## src/sv/complex_magnitude_core_macros.svh

```systemverilog
// Assertion macros shared by the complex magnitude core.
// Needs a clock named clk and an active-low reset named rst_n in the using scope.
`ifndef COMPLEX_MAGNITUDE_CORE_MACROS_SVH
`define COMPLEX_MAGNITUDE_CORE_MACROS_SVH

// Same-cycle implication, checked outside reset.
`define CMAG_ASSERT_NOW(label, ante, cons, msg) \
  label: assert property (@(posedge clk) disable iff (!rst_n) (ante) |-> (cons)) \
    else $error(msg);

// Next-cycle implication, checked outside reset.
`define CMAG_ASSERT_NEXT(label, ante, cons, msg) \
  label: assert property (@(posedge clk) disable iff (!rst_n) (ante) |=> (cons)) \
    else $error(msg);

`endif

```

## src/sv/cmag_pkg.sv

```systemverilog
// Shared widths and stage types for the complex magnitude core.
// No dependencies; imported by every module of the core.
`timescale 1ns / 1ps

package cmag_pkg;

  localparam int SAMPLE_WIDTH = 16;
  localparam int MAG_WIDTH    = 16;
  localparam int RAD_WIDTH    = 2 * SAMPLE_WIDTH;
  localparam int REM_WIDTH    = SAMPLE_WIDTH + 2;

  // Squared-sum stage output.
  typedef struct packed {
    logic                 last;
    logic [RAD_WIDTH-1:0] rad;
  } cmag_sq_t;

  // Data handed from one square-root cell to the next.
  typedef struct packed {
    logic                    last;
    logic [RAD_WIDTH-1:0]    rad;
    logic [REM_WIDTH-1:0]    rem;
    logic [SAMPLE_WIDTH-1:0] root;
  } cmag_cell_t;

  // One finished result beat.
  typedef struct packed {
    logic                 last;
    logic [MAG_WIDTH-1:0] mag;
  } cmag_res_t;

endpackage

```

## src/sv/cmag_square.sv

```systemverilog
// Absolute value, squaring and sum of squares, two register stages.
// Depends on cmag_pkg.
`timescale 1ns / 1ps

module cmag_square
  import cmag_pkg::*;
(
  input  logic                           clk,
  input  logic                           rst_n,
  input  logic                           en,
  input  logic                           in_valid,
  input  logic signed [SAMPLE_WIDTH-1:0] re,
  input  logic signed [SAMPLE_WIDTH-1:0] im,
  input  logic                           last,
  output logic                           sq_valid,
  output cmag_sq_t                       sq_data
);

  logic [SAMPLE_WIDTH-1:0] re_u, im_u, re_abs, im_abs;
  logic [RAD_WIDTH-1:0]    re_sq_nxt, im_sq_nxt, re_sq_r, im_sq_r;
  logic                    mul_valid_r, mul_last_r;
  logic                    sum_valid_r;
  cmag_sq_t                sum_r, sum_nxt;

  always_comb begin
    re_u   = re;
    im_u   = im;
    re_abs = re_u[SAMPLE_WIDTH-1] ? (~re_u + 1'b1) : re_u;
    im_abs = im_u[SAMPLE_WIDTH-1] ? (~im_u + 1'b1) : im_u;
    re_sq_nxt = {{SAMPLE_WIDTH{1'b0}}, re_abs} * {{SAMPLE_WIDTH{1'b0}}, re_abs};
    im_sq_nxt = {{SAMPLE_WIDTH{1'b0}}, im_abs} * {{SAMPLE_WIDTH{1'b0}}, im_abs};
    // The sum is at most 2^(2*SAMPLE_WIDTH-1), so it fits without a carry bit.
    sum_nxt.rad  = re_sq_r + im_sq_r;
    sum_nxt.last = mul_last_r;
  end

  always_ff @(posedge clk) begin
    if (!rst_n) begin
      mul_valid_r <= 1'b0;
      sum_valid_r <= 1'b0;
    end else if (en) begin
      mul_valid_r <= in_valid;
      sum_valid_r <= mul_valid_r;
    end
  end

  always_ff @(posedge clk) begin
    if (en) begin
      re_sq_r    <= re_sq_nxt;
      im_sq_r    <= im_sq_nxt;
      mul_last_r <= last;
      sum_r      <= sum_nxt;
    end
  end

  assign sq_valid = sum_valid_r;
  assign sq_data  = sum_r;

endmodule

```

## src/sv/cmag_sqrt_cell.sv

```systemverilog
// One cell of the square-root row: settles one result bit per cycle while en is high.
// Depends on cmag_pkg.
`timescale 1ns / 1ps

module cmag_sqrt_cell
  import cmag_pkg::*;
(
  input  logic       clk,
  input  logic       rst_n,
  input  logic       en,
  input  logic       cell_valid_in,
  input  cmag_cell_t cell_in,
  output logic       cell_valid_out,
  output cmag_cell_t cell_out
);

  logic [REM_WIDTH+1:0] acc, trial, diff;
  logic                 fits;
  logic                 valid_r;
  cmag_cell_t           data_r, data_nxt;

  always_comb begin
    // Bring down the next two radicand bits and try the bit one.
    acc   = {cell_in.rem, cell_in.rad[RAD_WIDTH-1 -: 2]};
    trial = {{(REM_WIDTH-SAMPLE_WIDTH){1'b0}}, cell_in.root, 2'b01};
    diff  = acc - trial;
    fits  = (acc >= trial);
    data_nxt.last = cell_in.last;
    data_nxt.rad  = {cell_in.rad[RAD_WIDTH-3:0], 2'b00};
    data_nxt.rem  = fits ? diff[REM_WIDTH-1:0] : acc[REM_WIDTH-1:0];
    data_nxt.root = {cell_in.root[SAMPLE_WIDTH-2:0], fits};
  end

  always_ff @(posedge clk) begin
    if (!rst_n) begin
      valid_r <= 1'b0;
    end else if (en) begin
      valid_r <= cell_valid_in;
    end
  end

  always_ff @(posedge clk) begin
    if (en) begin
      data_r <= data_nxt;
    end
  end

  assign cell_valid_out = valid_r;
  assign cell_out       = data_r;

endmodule

```

## src/sv/cmag_skid.sv

```systemverilog
// Output register with a spare entry that decouples the result side.
// Depends on cmag_pkg and complex_magnitude_core_macros.svh.
`timescale 1ns / 1ps
`include "complex_magnitude_core_macros.svh"

module cmag_skid
  import cmag_pkg::*;
(
  input  logic                 clk,
  input  logic                 rst_n,
  input  logic                 inc_valid,
  input  cmag_res_t            inc_data,
  output logic                 spare_full,
  output logic                 out_valid,
  input  logic                 out_stall,
  output logic [MAG_WIDTH-1:0] out_magnitude,
  output logic                 out_last_out
);

  logic      out_valid_r, out_valid_nxt;
  logic      spare_valid_r, spare_valid_nxt;
  cmag_res_t out_data_r, out_data_nxt;
  cmag_res_t spare_data_r, spare_data_nxt;
  logic      take;

  always_comb begin
    take            = out_valid_r && !out_stall;
    out_valid_nxt   = out_valid_r;
    out_data_nxt    = out_data_r;
    spare_valid_nxt = spare_valid_r;
    spare_data_nxt  = spare_data_r;
    if (spare_valid_r) begin
      // The row is frozen; only drain the spare.
      if (take) begin
        out_data_nxt    = spare_data_r;
        spare_valid_nxt = 1'b0;
      end
    end else if (!out_valid_r || take) begin
      out_valid_nxt = inc_valid;
      out_data_nxt  = inc_data;
    end else if (inc_valid) begin
      spare_valid_nxt = 1'b1;
      spare_data_nxt  = inc_data;
    end
  end

  always_ff @(posedge clk) begin
    if (!rst_n) begin
      out_valid_r   <= 1'b0;
      spare_valid_r <= 1'b0;
    end else begin
      out_valid_r   <= out_valid_nxt;
      spare_valid_r <= spare_valid_nxt;
    end
  end

  always_ff @(posedge clk) begin
    out_data_r   <= out_data_nxt;
    spare_data_r <= spare_data_nxt;
  end

  assign spare_full    = spare_valid_r;
  assign out_valid     = out_valid_r;
  assign out_magnitude = out_data_r.mag;
  assign out_last_out  = out_data_r.last;

  `CMAG_ASSERT_NOW(a_spare_needs_out, spare_valid_r, out_valid_r, "spare held without output beat")
  `CMAG_ASSERT_NEXT(a_spare_fills, out_valid_r && out_stall && inc_valid && !spare_valid_r, spare_valid_r, "arriving beat lost while output stalled")
  `CMAG_ASSERT_NEXT(a_spare_drains, spare_valid_r && !out_stall, !spare_valid_r && out_valid_r, "spare not moved to output")

endmodule

```

## src/sv/complex_magnitude_core.sv

```systemverilog
// Complex magnitude core: floor(sqrt(re^2 + im^2)) of one sample per beat.
// A beat passes the squaring stages, the square-root row and the output register.
// One sample per cycle unless in_stall is high, set by a row of one root cell per result bit.
// Reset is synchronous and active low; it empties the row and the output stage.
// Depends on cmag_pkg, cmag_square, cmag_sqrt_cell, cmag_skid.
`timescale 1ns / 1ps

module complex_magnitude_core
  import cmag_pkg::*;
(
  input  logic                           clk,
  input  logic                           rst_n,
  input  logic                           in_valid,
  output logic                           in_stall,
  input  logic signed [SAMPLE_WIDTH-1:0] in_real_part,
  input  logic signed [SAMPLE_WIDTH-1:0] in_imag_part,
  input  logic                           in_last_in,
  output logic                           out_valid,
  input  logic                           out_stall,
  output logic [MAG_WIDTH-1:0]           out_magnitude,
  output logic                           out_last_out
);

  // The whole arithmetic row moves together. It only halts when the output
  // stage has both its registers occupied, which is a registered condition,
  // so the input stall never depends combinationally on the output stall.
  logic       spare_full;
  logic       en;
  logic       sq_valid;
  cmag_sq_t   sq_data;
  logic       chain_valid [SAMPLE_WIDTH+1];
  cmag_cell_t chain_data  [SAMPLE_WIDTH+1];
  cmag_res_t  res_data;

  assign en       = !spare_full;
  assign in_stall = spare_full;

  // Two stages: magnitudes of the parts are squared, then the squares summed.
  cmag_square u_square (
    .clk      (clk),
    .rst_n    (rst_n),
    .en       (en),
    .in_valid (in_valid),
    .re       (in_real_part),
    .im       (in_imag_part),
    .last     (in_last_in),
    .sq_valid (sq_valid),
    .sq_data  (sq_data)
  );

  // The first cell starts from an empty remainder and an empty root.
  assign chain_valid[0]     = sq_valid;
  assign chain_data[0].last = sq_data.last;
  assign chain_data[0].rad  = sq_data.rad;
  assign chain_data[0].rem  = '0;
  assign chain_data[0].root = '0;

  // Digit-by-digit square root: cell k decides root bit SAMPLE_WIDTH-1-k,
  // consuming two radicand bits and passing the partial root and remainder on.
  for (genvar k = 0; k < SAMPLE_WIDTH; k++) begin : g_cell
    cmag_sqrt_cell u_cell (
      .clk            (clk),
      .rst_n          (rst_n),
      .en             (en),
      .cell_valid_in  (chain_valid[k]),
      .cell_in        (chain_data[k]),
      .cell_valid_out (chain_valid[k+1]),
      .cell_out       (chain_data[k+1])
    );
  end

  // The magnitude field is fixed in width; the root is fitted to it.
  if (SAMPLE_WIDTH >= MAG_WIDTH) begin : g_mag_trim
    assign res_data.mag = chain_data[SAMPLE_WIDTH].root[MAG_WIDTH-1:0];
  end else begin : g_mag_pad
    assign res_data.mag = {{(MAG_WIDTH-SAMPLE_WIDTH){1'b0}}, chain_data[SAMPLE_WIDTH].root};
  end
  assign res_data.last = chain_data[SAMPLE_WIDTH].last;

  // Output register plus a spare entry, so a stalled result beat does not
  // stop the row until a second finished result arrives behind it.
  cmag_skid u_skid (
    .clk           (clk),
    .rst_n         (rst_n),
    .inc_valid     (chain_valid[SAMPLE_WIDTH]),
    .inc_data      (res_data),
    .spare_full    (spare_full),
    .out_valid     (out_valid),
    .out_stall     (out_stall),
    .out_magnitude (out_magnitude),
    .out_last_out  (out_last_out)
  );

endmodule

```

## config.mk

```make
export PLATFORM = sky130hd
export DESIGN_NAME = complex_magnitude_core
export DESIGN_NICKNAME = d
export VERILOG_FILES = /design/src/sv/cmag_pkg.sv /design/src/sv/cmag_square.sv /design/src/sv/cmag_sqrt_cell.sv /design/src/sv/cmag_skid.sv /design/src/sv/complex_magnitude_core.sv
export VERILOG_INCLUDE_DIRS = /design/src /design/src/sv
export SDC_FILE = /design/constraint.sdc
export NUM_CORES = 2
export LEC_CHECK = 0
export CORE_MARGIN = 4
export CORE_UTILIZATION = 55
export DETAILED_ROUTE_END_ITERATION = 10
export DONT_BUFFER_PORTS = 1
export GPL_TIMING_DRIVEN = 0
export MAX_ROUTING_LAYER = met4
export PLACE_DENSITY_LB_ADDON = 0.2
export SKIP_CTS_REPAIR_TIMING = 1
export SLEW_MARGIN = 10
export SYNTH_ARGS = -nofsm -noshare
export SYNTH_HDL_FRONTEND = slang
export SYNTH_HIERARCHICAL = 1
export SYNTH_SLANG_ARGS = --single-unit
```

## constraint.sdc

```tcl
create_clock -name clk -period 34.9 [get_ports clk]
set_input_delay 3.49 -clock clk [delete_from_list [all_inputs] [get_ports clk]]
set_output_delay 3.49 -clock clk [all_outputs]
set_load 0.02 [all_outputs]
```

; ---- Word level (Yosys, flattened, before mapping)
; Index checks and enable logic that the tools add are counted.
[totals]
reg_bits = 799
latch_bits = 0
ramBits = 0
mem_bits_ro = 0
n_memories = 0
[op_classes]
addsub = 18
mul = 2
n_div = 0
n_lt_le_gt_ge = 16
eq_ne = 1
n_shift = 0
muxes = 24
bitwise_logic = 4
n_reduce_logical = 8
[op_table]
columns = op, n
row1 = 18-bit 2-to-1 mux, 14
row2 = 16-bit by 16-bit multiplier with 32-bit output, 2
row3 = 17-bit 2-to-1 mux, 3
row4 = "16-bit by 1-bit adder with 16-bit output, second input constant", 2
row5 = 32-bit adder, 1
row6 = 16-bit 2-to-1 mux, 2
row7 = 16-bit NOT, 2
row8 = 20-bit by 10-bit greater-or-equal comparator with 1-bit output, 1
row9 = 20-bit by 11-bit greater-or-equal comparator with 1-bit output, 1
row10 = 20-bit by 12-bit greater-or-equal comparator with 1-bit output, 1
row11 = 20-bit by 13-bit greater-or-equal comparator with 1-bit output, 1
row12 = 20-bit by 14-bit greater-or-equal comparator with 1-bit output, 1
row13 = 20-bit by 15-bit greater-or-equal comparator with 1-bit output, 1
row14 = 20-bit by 16-bit greater-or-equal comparator with 1-bit output, 1
row15 = 20-bit by 17-bit greater-or-equal comparator with 1-bit output, 1
row16 = 20-bit by 3-bit greater-or-equal comparator with 1-bit output, 1
row17 = 20-bit by 4-bit greater-or-equal comparator with 1-bit output, 1
row18 = 20-bit by 5-bit greater-or-equal comparator with 1-bit output, 1
row19 = 20-bit by 6-bit greater-or-equal comparator with 1-bit output, 1
row20 = 20-bit by 7-bit greater-or-equal comparator with 1-bit output, 1
row21 = 20-bit by 8-bit greater-or-equal comparator with 1-bit output, 1
row22 = 20-bit by 9-bit greater-or-equal comparator with 1-bit output, 1
row23 = 18-bit by 10-bit subtractor with 18-bit output, 1
row24 = 18-bit by 11-bit subtractor with 18-bit output, 1
row25 = other kinds (24), 30

; ---- Longest topological paths before layout
[depth]
ltp_word = 5
ltp_mapped = 30

; ---- By module
; The synthesis kept the hierarchy.
[modules_own_cells]
columns = mod, instances, cells_per_inst, area_per_inst_um2, seq_area_each_um2
row1 = cmag_sqrt_cell, 16, 219, 3184.3, 1971.9
row2 = cmag_square, 1, 1966, 18896.9, 2922.8
row3 = cmag_skid, 1, 64, 1412.6, 1061.0
row4 = complex_magnitude_core, 1, 2, 7.5, 0.0

; ---- Worst setup path before layout
; No wires, ideal clock.
[synth_path]
path_kind = flip-flop to flip-flop
start = register u_skid.spare_valid_r, in the netlist u_skid/spare_full
end = register g_cell[0].u_cell.valid_r
setup_ns = 0.132
arrival_time_ns = 24.256
t_required_ns = 34.768
setup_slack_ns = 10.512
stages_incl_launch_ff = 4
n_path_buf = 0
synth_period_minus_slack_ns = 24.388
cell_sequence = dfxtp_1 inv_1 mux2i_1 nor2b_1
[synth_rtl]
columns = item, line
row1 = start: declaration, cmag_skid.sv:21  ; logic spare_valid_r, spare_valid_nxt;
row2 = start signal: assignment, cmag_skid.sv:53  ; spare_valid_r <= spare_valid_nxt;
row3 = end signal: assignment, cmag_sqrt_cell.sv:38  ; valid_r <= cell_valid_in;
row4 = end: declaration, cmag_sqrt_cell.sv:19  ; logic valid_r;

; ---- Final worst setup path
[layout_path]
start = input in_real_part[0]
end = register u_square.re_sq_r[30] (data pin)
[layout_via]
elab_chain_cells = 4
[layout_lines]
columns = item, line
row1 = start: declaration, complex_magnitude_core.sv:15  ; input logic signed [SAMPLE_WIDTH-1:0] in_real_part,
row2 = 16-bit NOT, cmag_square.sv:28  ; re_abs = re_u[SAMPLE_WIDTH-1] ? (~re_u + 1'b1) : re_u;
row3 = 16-bit by 1-bit adder with 16-bit output, cmag_square.sv:28
row4 = 16-bit 2-to-1 mux (*), cmag_square.sv:28
row5 = 16-bit by 16-bit multiplier with 32-bit output (*), cmag_square.sv:30  ; re_sq_nxt = {{SAMPLE_WIDTH{1'b0}}, re_abs} * {{SAMPLE_WIDTH{1'b0}}, re_abs};
row6 = named net u_square.re_sq_nxt[30], cmag_square.sv:20  ; logic [RAD_WIDTH-1:0] re_sq_nxt, im_sq_nxt, re_sq_r, im_sq_r;
row7 = end signal: assignment, cmag_square.sv:49  ; re_sq_r <= re_sq_nxt;
row8 = end: declaration, cmag_square.sv:20
; Mark *: on every way through the listed nets, which the timed path passes. The rest lies on a longest branch.
; A chain may end at the register's enable or synchronous reset.

==> flow_summary_export.csv <==
group,metric,value,unit
grt,overflow,0,
route,via_per_inst,5.406,
route,drt_first_pass_iters,5,
timing,finalMaxSlewViolations,0,
final_layout,postLayoutCellArea,0.06814,mm²
final_layout,nets,6227,
final_layout,stdcell_count,6927,
timing,fin_crit,12.38,ns
placed_design,postPlaceCellArea,0.06498,mm²
grt,antenna_found_initial,0,
clocking,htree_levels,3,
timing,holdWs,0.4030,ns
route,wl_per_cell,16.77,µm
grt,grt_pass1_wl,191.6,mm
final_layout,area_growth,8.929,%
final_layout,mostFrequentLayoutCells,"912 x edfxtp_1, 769 x inv_1, 517 x ha_1",
route,dr_total_vias,37450,
floorplan,die_area,0.1192,mm²
route,initialDrtViolationCount,1906,
timing,clock_skew,0.04104,ns
route,detail-route-antenna-nets,0,
clocking,clock_latency,0.68,ns
placed_design,numPortBuffers,0,
timing,setup_tns,0,ns
clocking,clkSinkCount,932,
setup_path,cp.required,35.44,ns
floorplan,num_rows,123,
grt,gr-usage-met1,0.2385,
clocking,cts_tree,"built",
yosys,synth.avg_cell_area,12.15,µm²
clocking,clk_pin_slew_worst_paths,0.06,ns
clocking,cts_root_buffer,"clkbuf_16",
route,drcViolationCount,0,
final_layout,fillers,9107,
floorplan,io_pins,56,
timing,rsz0062_at_grt,"no",
timing,period_share,0.3548,
clocking,cts-buffers-inserted,101,
placed_design,hpwlAfterDp,90.13,mm
setup_path,critPathKind,"in -> reg",
clocking,cts_buffer_depth,3,
timing,max_freq,0.08076,GHz
grt,use_met3,0.02494,
floorplan,start_util,0.5553,
floorplan,die_height,345.3,µm
timing,finalHoldViolCount,0,
final_layout,antenna_cells,0,
grt,track_usage,0.2012,
floorplan,design.core.area,0.1127,mm²
grt,grt_max_degree,129,
final_layout,layout_commonest_cell,"edfxtp_1",
route,wl,116.2,mm
timing,slew_headroom,0.09953,
status,status,"finished, final reports clean",
placed_design,dpl.cell_count,6742,
final_layout,drive_gt1_frac,0.1212,
timing,setup_viol,0,
grt,use_met2,0.3596,
yosys,netlist_area,0.06256,mm²
hold_path,hp-class,"reg -> reg",
setup_path,crit_arrival,12.92,ns
setup_path,start_kind,"primary input",
job,max_cap_viol_count,0,
yosys,ys_warn_count,6,
setup_path,crit_path_end_kind,"flip-flop",
placed_design,place_congestion,0.9296,
floorplan,die_x,345.3,µm
setup_path,critical_path.max_fanout,10,
yosys,syn_inst,5149,
grt,grt_pass1_vias,38339,
grt,grt_busiest_layer,"met2",
timing,worst_slew_pin_slew,1.341,ns
-- metrics by stage --
stage / setup WS, ns / util
after detailed placement: 21.95 / 0.5768
final: 22.52 / 0.6049
after CTS: 22.67 / 0.6049
after global routing: 22.07 / 0.6049
after floorplan: 15.75 / -
after global placement: 9.492 / 0.5748
-- routing by layer --
metal | routed length, µm | part of all wire | vias up
li1 | - | - | 18373
met1 | 47720 | 0.41 | 18208
met2 | 60780 | 0.52 | 680
met3 | 4526 | 0.039 | 189
met4 | 3133 | 0.027 | 0
met5 | 0 | 0 | -
-- registers in the layout, summed over array words and instances (netlist names) --
| signal | count |
|---|---|
| g_cell.u_cell/cell_out | 782 |
| g_cell.u_cell/cell_valid_out | 16 |
| u_skid/out_last_out | 1 |
| u_skid/out_magnitude | 16 |
| u_skid/out_valid | 1 |
| u_skid/spare_data_r | 17 |
| u_skid/spare_full | 1 |
| u_square/im_sq_r | 31 |
| u_square/mul_last_r | 1 |
| u_square/mul_valid_r | 1 |
| u_square/re_sq_r | 31 |
| u_square/sq_data | 33 |
| u_square/sq_valid | 1 |
-- worst max-delay path, cell delays in order --
cell and delay [ns]:
inv_1 0.17, clkbuf_1 0.62, ha_1 0.28, nand2b_1 0.10
o21ai_0 0.21, xor2_1 0.84, clkinv_1 0.69, nand2_1 0.30
inv_1 0.09, fa_1 0.53, inv_1 0.05, fa_1 0.54
inv_1 0.06, fa_1 0.53, inv_1 0.07, fa_1 0.52
inv_1 0.05, fa_1 0.49, fa_1 0.41, ha_1 0.35
nand2_1 0.07, nor4b_1 0.45, o21ai_0 0.27, a21oi_1 0.45
o221ai_1 0.31, o2bb2ai_1 0.22, or4b_2 0.63, nand3_1 0.10
-- layout make-up --
class	count	area, µm²	share of cell area
Timing Repair Buffer	9	219.0	0.003213
Clock inverter	66	565.5	0.008300
Clock buffer	119	2595	0.03808
Inverter	786	2958	0.04341
Multi-Input combinational cell	3434	31510	0.4625
Tap cell	1500	1877	0.02754
Buffer	81	628.1	0.009218
Sequential cell	932	27790	0.4078
-- final timing paths --
path	startpoint	end	slack (ns)	cells after the start
setup / recovery	in_real_part[0]	u_square/re_sq_r[30]	22.52	28
hold / removal	g_cell[3].u_cell/cell_out[54]	g_cell[4].u_cell/cell_out[56]	0.40	0
setup reg to reg	u_square/re_sq_r[5]	u_square/sq_data[28]	31.31	9
hold reg to reg	g_cell[3].u_cell/cell_out[54]	g_cell[4].u_cell/cell_out[56]	0.40	0
Power is not shown: default switching activity piles up to over one toggle a cycle in this logic, so the estimate is an artifact.
